[src/nert_pkg.sv]
`default_nettype none

package nert_pkg;

    localparam int COORD_BITS   = 10;
    localparam int PIN_BITS     = 16;
    localparam int CFG_BITS     = 11;
    localparam int CFG_IDX_BITS = 2;

    // One past the largest coordinate; a grid size above this saturates.
    localparam longint unsigned GRID_LIMIT = 64'd1 << COORD_BITS;

    typedef logic [COORD_BITS-1:0]   t_coord;
    typedef logic [PIN_BITS-1:0]     t_pin_id;
    typedef logic [CFG_BITS-1:0]     t_size;
    typedef logic [CFG_IDX_BITS-1:0] t_cfg_idx;

    typedef enum logic [CFG_IDX_BITS-1:0] {
        REG_NUM_ROWS    = CFG_IDX_BITS'(0),
        REG_NUM_COLUMNS = CFG_IDX_BITS'(1)
    } t_cfg_reg;

    localparam t_size SIZE_RESET = CFG_BITS'(1024);

    typedef struct packed {
        t_coord  row;
        t_coord  column;
        t_pin_id pin_id;
        logic    last_pin;
    } t_pin_item;

    // Extremes, runner-ups and extreme holders of one axis.
    typedef struct packed {
        t_coord  min;
        t_coord  next_min;
        t_coord  max;
        t_coord  next_max;
        t_pin_id low_pin;
        t_pin_id high_pin;
    } t_axis_view;

    typedef struct packed {
        t_pin_id left_pin;
        t_pin_id right_pin;
        t_pin_id top_pin;
        t_pin_id bottom_pin;
        t_coord  left_slack;
        t_coord  right_slack;
        t_coord  up_slack;
        t_coord  down_slack;
    } t_result;

    // Starting value of the low-side bounds: size minus one, or all ones when
    // the size is zero or larger than the coordinate range.
    function automatic t_coord low_default(t_size size);
        t_coord value;
        if (size == '0 || 64'(size) > GRID_LIMIT) begin
            value = '1;
        end else begin
            value = COORD_BITS'(size - CFG_BITS'(1));
        end
        return value;
    endfunction

endpackage

`default_nettype wire

[src/nert_pin_if.sv]
`default_nettype none

interface nert_pin_if;
    import nert_pkg::*;

    logic    valid;
    logic    ready;
    t_coord  row;
    t_coord  column;
    t_pin_id pin_id;
    logic    last_pin;

    modport source (output valid, output row, output column, output pin_id,
                    output last_pin, input ready);
    modport sink   (input valid, input row, input column, input pin_id,
                    input last_pin, output ready);
endinterface

`default_nettype wire

[src/nert_res_if.sv]
`default_nettype none

interface nert_res_if;
    import nert_pkg::*;

    logic    valid;
    logic    ready;
    t_pin_id left_pin;
    t_pin_id right_pin;
    t_pin_id top_pin;
    t_pin_id bottom_pin;
    t_coord  left_slack;
    t_coord  right_slack;
    t_coord  up_slack;
    t_coord  down_slack;

    modport source (output valid, output left_pin, output right_pin, output top_pin,
                    output bottom_pin, output left_slack, output right_slack,
                    output up_slack, output down_slack, input ready);
    modport sink   (input valid, input left_pin, input right_pin, input top_pin,
                    input bottom_pin, input left_slack, input right_slack,
                    input up_slack, input down_slack, output ready);
endinterface

`default_nettype wire

[src/nert_cfg_if.sv]
`default_nettype none

interface nert_cfg_if;
    import nert_pkg::*;

    logic     valid;
    logic     ready;
    t_cfg_idx index;
    t_size    data;

    modport source (output valid, output index, output data, input ready);
    modport sink   (input valid, input index, input data, output ready);
endinterface

`default_nettype wire

[src/nert_pin_reg.sv]
`default_nettype none

module nert_pin_reg (
    input  logic                i_clk,
    input  logic                i_rst_n,
    nert_pin_if.sink            i_pin,
    input  logic                i_adv,
    output logic                o_valid,
    output nert_pkg::t_pin_item o_item
);
    import nert_pkg::*;

    logic      r_valid;
    t_pin_item r_item;

    // The register takes a new beat whenever it is empty or drains this cycle.
    assign i_pin.ready = !r_valid || i_adv;
    assign o_valid     = r_valid;
    assign o_item      = r_item;

    always_ff @(posedge i_clk) begin
        if (!i_rst_n) begin
            r_valid <= 1'b0;
        end else if (i_pin.ready) begin
            r_valid <= i_pin.valid;
        end
        if (i_pin.valid && i_pin.ready) begin
            r_item <= '{row: i_pin.row, column: i_pin.column,
                        pin_id: i_pin.pin_id, last_pin: i_pin.last_pin};
        end
    end

endmodule

`default_nettype wire

[src/nert_axis.sv]
`default_nettype none

module nert_axis (
    input  logic                 i_clk,
    input  logic                 i_step,
    input  logic                 i_open,
    input  nert_pkg::t_coord     i_low_default,
    input  nert_pkg::t_coord     i_coord,
    input  nert_pkg::t_pin_id    i_pin_id,
    output nert_pkg::t_axis_view o_view
);
    import nert_pkg::*;

    t_axis_view r_view;
    t_axis_view base;
    t_axis_view n_view;

    // The first pin of a net starts from the grid defaults and owns every slot.
    always_comb begin
        if (i_open) begin
            base = '{min: i_low_default, next_min: i_low_default,
                     max: '0, next_max: '0,
                     low_pin: i_pin_id, high_pin: i_pin_id};
        end else begin
            base = r_view;
        end

        n_view = base;
        if (i_coord < base.min) begin
            n_view.next_min = base.min;
            n_view.min      = i_coord;
            n_view.low_pin  = i_pin_id;
        end else if (i_coord < base.next_min) begin
            n_view.next_min = i_coord;
        end

        if (i_coord > base.max) begin
            n_view.next_max = base.max;
            n_view.max      = i_coord;
            n_view.high_pin = i_pin_id;
        end else if (i_coord > base.next_max) begin
            n_view.next_max = i_coord;
        end
    end

    assign o_view = n_view;

    always_ff @(posedge i_clk) begin
        if (i_step) begin
            r_view <= n_view;
        end
    end

endmodule

`default_nettype wire

[src/net_extreme_and_runner_up_tracker.sv]
`default_nettype none

// Net extreme and runner-up tracker. Pins of a net arrive one beat at a time
// on i_pin (row, column, pin number, last flag); for both axes the block keeps
// the extreme coordinates, the runner-up coordinates and the pin numbers that
// hold the extremes. The beat that carries last_pin produces one result beat on
// o_res with the left, right, top and bottom pin numbers and the four slacks,
// each the gap between runner-up and extreme; pins without last_pin produce
// nothing. A new net starts from defaults derived from the grid size: the low
// bounds start at size minus one (all ones for a size of zero or one beyond the
// coordinate range) and the high bounds at zero, so a single-pin net reports
// its distance to those bounds. The first pin of a net owns all four extreme
// slots until another pin beats it. Throughput is one pin per clock: each pin
// needs only a compare against the registered extremes of its axis. A pin is
// held in an input register, and when the last pin of a net moves on from that
// register, the net's result is written into the output register that drives
// o_res. The result register frees up the same cycle it is taken, and a
// waiting result only stalls the pipeline when the next net's last pin has to
// overwrite it. Grid size is written through i_cfg (index 0 is num_rows, index
// 1 is num_columns), takes effect at the start of the next net, and should only
// be changed while no pin is in flight.
module net_extreme_and_runner_up_tracker (
    input  logic        i_clk,
    input  logic        i_rst_n,
    nert_cfg_if.sink    i_cfg,
    nert_pin_if.sink    i_pin,
    nert_res_if.source  o_res
);
    import nert_pkg::*;

    // Grid size registers.
    t_size r_num_rows;
    t_size r_num_columns;

    // Input stage.
    logic      pin_valid;
    t_pin_item pin_item;
    logic      adv;

    // Tracking state.
    logic       r_net_open;
    t_axis_view col_view;
    t_axis_view row_view;

    // Result register.
    logic    r_res_valid;
    t_result r_res;

    // Configuration writes are always taken.
    assign i_cfg.ready = 1'b1;

    always_ff @(posedge i_clk) begin
        if (!i_rst_n) begin
            r_num_rows    <= SIZE_RESET;
            r_num_columns <= SIZE_RESET;
        end else if (i_cfg.valid) begin
            unique case (t_cfg_reg'(i_cfg.index))
                REG_NUM_ROWS: begin
                    r_num_rows <= i_cfg.data;
                end
                REG_NUM_COLUMNS: begin
                    r_num_columns <= i_cfg.data;
                end
                default: begin
                end
            endcase
        end
    end

    nert_pin_reg u_pin_reg (
        .i_clk   (i_clk),
        .i_rst_n (i_rst_n),
        .i_pin   (i_pin),
        .i_adv   (adv),
        .o_valid (pin_valid),
        .o_item  (pin_item)
    );

    // A registered pin moves on every cycle unless it closes a net and the
    // result register still holds a result that is not being taken.
    assign adv = pin_valid && (!pin_item.last_pin || !r_res_valid || o_res.ready);

    nert_axis u_col_axis (
        .i_clk         (i_clk),
        .i_step        (adv),
        .i_open        (!r_net_open),
        .i_low_default (low_default(r_num_columns)),
        .i_coord       (pin_item.column),
        .i_pin_id      (pin_item.pin_id),
        .o_view        (col_view)
    );

    nert_axis u_row_axis (
        .i_clk         (i_clk),
        .i_step        (adv),
        .i_open        (!r_net_open),
        .i_low_default (low_default(r_num_rows)),
        .i_coord       (pin_item.row),
        .i_pin_id      (pin_item.pin_id),
        .o_view        (row_view)
    );

    // A net stays open from its first pin until its last pin has been tracked.
    always_ff @(posedge i_clk) begin
        if (!i_rst_n) begin
            r_net_open <= 1'b0;
        end else if (adv) begin
            r_net_open <= !pin_item.last_pin;
        end
    end

    always_ff @(posedge i_clk) begin
        if (!i_rst_n) begin
            r_res_valid <= 1'b0;
        end else if (adv && pin_item.last_pin) begin
            r_res_valid <= 1'b1;
        end else if (o_res.ready) begin
            r_res_valid <= 1'b0;
        end
        if (adv && pin_item.last_pin) begin
            r_res <= '{left_pin:    col_view.low_pin,
                       right_pin:   col_view.high_pin,
                       top_pin:     row_view.high_pin,
                       bottom_pin:  row_view.low_pin,
                       left_slack:  col_view.next_min - col_view.min,
                       right_slack: col_view.max - col_view.next_max,
                       up_slack:    row_view.max - row_view.next_max,
                       down_slack:  row_view.next_min - row_view.min};
        end
    end

    assign o_res.valid       = r_res_valid;
    assign o_res.left_pin    = r_res.left_pin;
    assign o_res.right_pin   = r_res.right_pin;
    assign o_res.top_pin     = r_res.top_pin;
    assign o_res.bottom_pin  = r_res.bottom_pin;
    assign o_res.left_slack  = r_res.left_slack;
    assign o_res.right_slack = r_res.right_slack;
    assign o_res.up_slack    = r_res.up_slack;
    assign o_res.down_slack  = r_res.down_slack;

    // A last pin that moves on always leaves a result behind.
    a_last_gives_result: assert property (@(posedge i_clk) disable iff (!i_rst_n)
        adv && pin_item.last_pin |=> r_res_valid)
        else $error("last pin did not produce a result");

    // A pin that does not close its net leaves the net open.
    a_net_stays_open: assert property (@(posedge i_clk) disable iff (!i_rst_n)
        adv && !pin_item.last_pin |=> r_net_open)
        else $error("net closed without a last pin");

    // A pending result is never overwritten before it is taken.
    a_no_overwrite: assert property (@(posedge i_clk) disable iff (!i_rst_n)
        !(adv && pin_item.last_pin && r_res_valid && !o_res.ready))
        else $error("pending result overwritten");

endmodule

`default_nettype wire
[src/flat_wrapper.sv]
// flat-port wrapper written by rule: the top's interface ports become plain ports
module net_extreme_and_runner_up_tracker_flat import nert_pkg::*;
  (i_clk, i_rst_n, i_cfg_valid, i_cfg_index, i_cfg_data, i_cfg_ready, i_pin_valid, i_pin_row, i_pin_column, i_pin_pin_id, i_pin_last_pin, i_pin_ready, o_res_valid, o_res_left_pin, o_res_right_pin, o_res_top_pin, o_res_bottom_pin, o_res_left_slack, o_res_right_slack, o_res_up_slack, o_res_down_slack, o_res_ready);
  nert_cfg_if i_cfg_i ();
  nert_pin_if i_pin_i ();
  nert_res_if o_res_i ();
  input  logic i_clk;
  input  logic i_rst_n;
  input wire logic [$bits(i_cfg_i.valid)-1:0] i_cfg_valid;
  input wire logic [$bits(i_cfg_i.index)-1:0] i_cfg_index;
  input wire logic [$bits(i_cfg_i.data)-1:0] i_cfg_data;
  output wire logic [$bits(i_cfg_i.ready)-1:0] i_cfg_ready;
  input wire logic [$bits(i_pin_i.valid)-1:0] i_pin_valid;
  input wire logic [$bits(i_pin_i.row)-1:0] i_pin_row;
  input wire logic [$bits(i_pin_i.column)-1:0] i_pin_column;
  input wire logic [$bits(i_pin_i.pin_id)-1:0] i_pin_pin_id;
  input wire logic [$bits(i_pin_i.last_pin)-1:0] i_pin_last_pin;
  output wire logic [$bits(i_pin_i.ready)-1:0] i_pin_ready;
  output wire logic [$bits(o_res_i.valid)-1:0] o_res_valid;
  output wire logic [$bits(o_res_i.left_pin)-1:0] o_res_left_pin;
  output wire logic [$bits(o_res_i.right_pin)-1:0] o_res_right_pin;
  output wire logic [$bits(o_res_i.top_pin)-1:0] o_res_top_pin;
  output wire logic [$bits(o_res_i.bottom_pin)-1:0] o_res_bottom_pin;
  output wire logic [$bits(o_res_i.left_slack)-1:0] o_res_left_slack;
  output wire logic [$bits(o_res_i.right_slack)-1:0] o_res_right_slack;
  output wire logic [$bits(o_res_i.up_slack)-1:0] o_res_up_slack;
  output wire logic [$bits(o_res_i.down_slack)-1:0] o_res_down_slack;
  input wire logic [$bits(o_res_i.ready)-1:0] o_res_ready;
  assign i_cfg_i.valid = i_cfg_valid;
  assign i_cfg_i.index = i_cfg_index;
  assign i_cfg_i.data = i_cfg_data;
  assign i_cfg_ready = i_cfg_i.ready;
  assign i_pin_i.valid = i_pin_valid;
  assign i_pin_i.row = i_pin_row;
  assign i_pin_i.column = i_pin_column;
  assign i_pin_i.pin_id = i_pin_pin_id;
  assign i_pin_i.last_pin = i_pin_last_pin;
  assign i_pin_ready = i_pin_i.ready;
  assign o_res_valid = o_res_i.valid;
  assign o_res_left_pin = o_res_i.left_pin;
  assign o_res_right_pin = o_res_i.right_pin;
  assign o_res_top_pin = o_res_i.top_pin;
  assign o_res_bottom_pin = o_res_i.bottom_pin;
  assign o_res_left_slack = o_res_i.left_slack;
  assign o_res_right_slack = o_res_i.right_slack;
  assign o_res_up_slack = o_res_i.up_slack;
  assign o_res_down_slack = o_res_i.down_slack;
  assign o_res_i.ready = o_res_ready;
  net_extreme_and_runner_up_tracker u_core (.i_clk(i_clk), .i_rst_n(i_rst_n), .i_cfg(i_cfg_i), .i_pin(i_pin_i), .o_res(o_res_i));
endmodule
[config.mk]
export PLATFORM = sky130hd
export DESIGN_NAME = net_extreme_and_runner_up_tracker_flat
export DESIGN_NICKNAME = d
export VERILOG_FILES = /design/src/nert_pkg.sv /design/src/nert_pin_if.sv /design/src/nert_res_if.sv /design/src/nert_cfg_if.sv /design/src/nert_pin_reg.sv /design/src/nert_axis.sv /design/src/net_extreme_and_runner_up_tracker.sv /design/src/flat_wrapper.sv
export SDC_FILE = /design/constraint.sdc
export NUM_CORES = 1
export LEC_CHECK = 0
export ABC_CLOCK_PERIOD_IN_PS = 17000
export BUFFER_PORTS_ARGS = -buffer_cell sky130_fd_sc_hd__buf_2
export CORE_UTILIZATION = 25
export DETAILED_ROUTE_END_ITERATION = 10
export GPL_TIMING_DRIVEN = 1
export SYNTH_ARGS = -nofsm -noshare
export SYNTH_HDL_FRONTEND = slang
export SYNTH_HIERARCHICAL = 1
export SYNTH_SLANG_ARGS = --single-unit
[constraint.sdc]
create_clock -name i_clk -period 17 [get_ports i_clk]
set_clock_uncertainty 0.1 [all_clocks]
set_input_delay 0.85 -clock i_clk [delete_from_list [all_inputs] [get_ports i_clk]]
set_output_delay 0.85 -clock i_clk [all_outputs]
set_load 0.02 [all_outputs]
==> flow_metrics.env <==
export IMPL_status="finished, final reports clean"
export IMPL_period_share_pct=33.2
export IMPL_track_usage_pct=11.9
export IMPL_grt_antenna_before_repair=3
export IMPL_clk_root_buffer_cell="clkbuf_16"
export IMPL_setup_ws_ps=11360
export IMPL_synth_area_per_cell_um2=12.7
export IMPL_powerDensity_mw_per_mm2=123
export IMPL_seq_area_frac_synth_pct=55.0
export IMPL_drcViolationCount=0
export IMPL_internal_power_w=0.00165
export IMPL_fin_tns_setup_ps=0
export IMPL_slew_headroom_pct=17.6
export IMPL_via_per_inst=4.49
export IMPL_rsz0062_at_grt="false"
export IMPL_power_switching_w=0.000742
export IMPL_portBuffers=160
export IMPL_synth_flop_cell="edfxtp_1"
export IMPL_maxCapViolCount=0
export IMPL_worst_pin_slew_ps=1240
export IMPL_cts_buffers=38
export IMPL_power_frac_comb_pct=25.9
export IMPL_cts_setup_buffers=0
export IMPL_finalWirelength_um=40000
export IMPL_cts_resized_gates=0
export IMPL_cp_start_kind="flip-flop"
export IMPL_synth_edff_count=285
export IMPL_yosys_register_bits=310
export IMPL_power_frac_clock_pct=33.5
export IMPL_finalHoldViolCount=0
export IMPL_finalSetupViolCount=0
export IMPL_htreeDepth=2
export IMPL_nNetsFinal=1628
export IMPL_clock_sinks=310
export IMPL_postLayoutCoreUtil_pct=30.0
export IMPL_grt_max_degree=76
export IMPL_netlist_area_mm2=0.0165
export IMPL_dieArea_mm2=0.0670
export IMPL_reg2reg_depth=18
export IMPL_place_congestion=0.830
export IMPL_tritoncts="yes"
export IMPL_drt_initial_drc_count=531
export IMPL_cts_path_max_buffers=3
export IMPL_clk_latency_ps=560
export IMPL_worstPathMaxFanout=58
export IMPL_synthesis_nets=1468
export IMPL_syn_to_final_growth_pct=17.9
export IMPL_holdWs_ps=357
export IMPL_critPathKind="flip-flop to flip-flop"
export IMPL_dr_pass1_iters=5
export IMPL_clkTransAtPathRegs_ps=60
export IMPL_synth_cells=1295
export IMPL_period_needed_ps=5640
export IMPL_fmax_ghz=0.177
export IMPL_die_h_um=259
export IMPL_synth_cell_type_count=64
export IMPL_grt_pass1_wl_um=61700
export IMPL_grt_pass1_vias=10700
export IMPL_post_drt_wl_per_cell_um=17.1
export IMPL_start_util_pct=25.4
export IMPL_ir_worst_vdd_mv=0.0656
export IMPL_hold_path_depth=1
export IMPL_fp_dieW_um=259
export IMPL_synth_async_reset_ratio_pct=0
export IMPL_min_path_type="input pin to flip-flop"
export IMPL_p_sw_share_pct=31.1
export IMPL_slew_violations=0
export IMPL_hold_buffers=0
export IMPL_p_leak_nw=7.60
export IMPL_dp_hpwl_um=28000
export IMPL_ys_warn_count=6
export IMPL_routed_via_count=10500
export IMPL_seqPwrFrac_pct=40.6
export IMPL_num_io_pins=162
export IMPL_pre_cts_ws_ps=11390
export IMPL_drive_above_1_share_pct=23.2
export IMPL_grt_overflow=0
export IMPL_arrival_ps=5840
export IMPL_cp_end_kind="flip-flop"
export IMPL_rows=93
export IMPL_drtAntennaViolNets=0
export IMPL_fillers=6477
export IMPL_crit_required_ps=17200
export IMPL_core_mm2=0.0648
[flip-flops by register name, summed over array words and instances (netlist names)]
name                      flops
u_core/o_res.up_slack        10
u_core/o_res.right_pin       16
u_core/o_res.left_pin        16
u_core/u_pin_reg/o_valid      1
u_core/r_net_open             1
u_core/o_res.top_pin         16
u_core/u_row_axis/r_view     72
u_core/u_col_axis/r_view     72
u_core/r_num_rows            11
u_core/r_num_columns         11
u_core/o_res.valid            1
u_core/o_res.down_slack      10
u_core/u_pin_reg/o_item      37
u_core/o_res.left_slack      10
u_core/o_res.right_slack     10
u_core/o_res.bottom_pin      16
[cell families (layout without fill, tap and decap cells)]
| group | Yosys count | after routing | synth area share, % |
|---|---|---|---|
| AO/OA/AOI/OAI | 220 | 220 | 9.89 |
| XOR/XNOR | 46 | 46 | 2.44 |
| adder cells (fa/ha/maj) | 118 | 118 | 9.14 |
| buffers and inverters | 119 | 309 | 3.17 |
| flip-flops | 310 | 310 | 55.0 |
| multiplexers | 134 | 134 | 9.24 |
| other | 1 | 3 | 0.0227 |
| AND/OR/NAND/NOR | 347 | 347 | 11.1 |
[area by class of cell]
cell class | count | area (µm²) | share of cell area [%]
Inverter | 70 | 265 | 1.37
Clock inverter | 26 | 255 | 1.31
Sequential cell | 310 | 9060 | 46.6
Timing Repair Buffer | 169 | 868 | 4.47
Tap cell | 855 | 1070 | 5.51
Clock buffer | 44 | 995 | 5.12
Multi-Input combinational cell | 866 | 6910 | 35.6
Antenna cell | 2 | 5.00 | 0.0258
[power groups by stage]
stage,Clock (W),Sequential (W),Combinational (W)
after global routing,0.000852,0.000977,0.000690
after global placement,0,0.000986,0.000607
after floorplan,0,0.00101,0.000445
final,0.000799,0.000970,0.000619
after CTS,0.000828,0.000971,0.000622
after detailed placement,0,0.000986,0.000618
[cell usage in the layout, fill, tap and decap left out, types with 9 or more instances in the layout]
cell	n
a211oi_1	18
a21o_1	12
a21oi_1	28
a22oi_1	18
a31oi_1	18
and2_1	16
buf_2	160
buf_4	9
clkbuf_16	39
dfxtp_1	25
edfxtp_1	285
ha_1	114
inv_1	68
mux2_2	46
mux2_4	24
mux2i_1	60
nand2_1	69
nand2b_1	87
nand3_1	18
nand4_1	20
nor2_1	75
nor2b_1	24
nor3_1	14
o21ai_0	53
o21bai_1	10
o31ai_2	16
xnor2_1	34
xor2_1	12
[per-layer routing]
layer	global-route usage [%]	up-vias	share of wire [%]
met5	0	-	0
met4	3.98	0	2.7
met3	2.47	65	4.4
met2	20.1	208	48
met1	14.9	5134	45
li1	-	5120	-
[final timing paths]
check                                               from                     endpoint  slack [ps]
worst max-delay path                   u_core/r_net_open   u_core/o_res.down_slack[8]       11360
worst min-delay path                     i_pin_pin_id[9]  u_core/u_pin_reg/o_item[10]         360
worst max register to register         u_core/r_net_open   u_core/o_res.down_slack[8]       11360
worst min register to register  u_core/u_pin_reg/o_valid     u_core/u_pin_reg/o_valid         420
[cell usage after synthesis, types with 7 or more instances]
library cell	instances	area share (%)
o21bai_1	10	0.46
buf_2	15	0.46
a211oi_1	18	0.82
nand2b_1	87	3.3
clkbuf_1	21	0.48
mux2i_1	60	3.6
a31oi_1	18	0.68
dfxtp_1	25	3.0
nand3_1	18	0.55
nand2_1	69	1.6
a21o_1	12	0.55
nor2b_1	24	0.91
nor2_1	75	1.7
mux2_2	46	3.1
ha_1	114	8.7
a21oi_1	28	0.85
edfxtp_1	285	52
o21ai_0	53	1.6
xnor2_1	34	1.8
xor2_1	12	0.64
nand4_1	20	0.76
o21a_1	7	0.32
and2_1	16	0.61
mux2_4	24	2.2
o31ai_2	16	1.2
nor3_1	14	0.43
inv_1	70	1.6
a22oi_1	18	0.82
[stage by stage]
| stage | power, W | std cells | instance area, µm² |
|---|---|---|---|
| finish | 0.00239 | 2342 | 19400 |
| global route | 0.00252 | 2342 | 19400 |
| CTS | 0.00242 | 2340 | 19400 |
| detailed placement | 0.00160 | 2270 | 18200 |
| global placement | 0.00159 | 2270 | 18200 |
| floorplan | 0.00145 | 1295 | 16500 |
[worst max-delay path: stages (launching register included)]
cell	delay, ps
dfxtp_1	310
inv_2	330
buf_4	770
mux2i_1	350
ha_1	290
a211oi_1	220
nor2_1	80
o31a_1	310
o22ai_4	840
nor2_1	80
a21oi_1	220
ha_1	200
inv_1	50
fa_1	390
a21oi_1	210
o211ai_1	170
nor3_1	180
o21bai_1	120
xor2_1	150
Note: power is estimated with default switching activity, not from simulation.
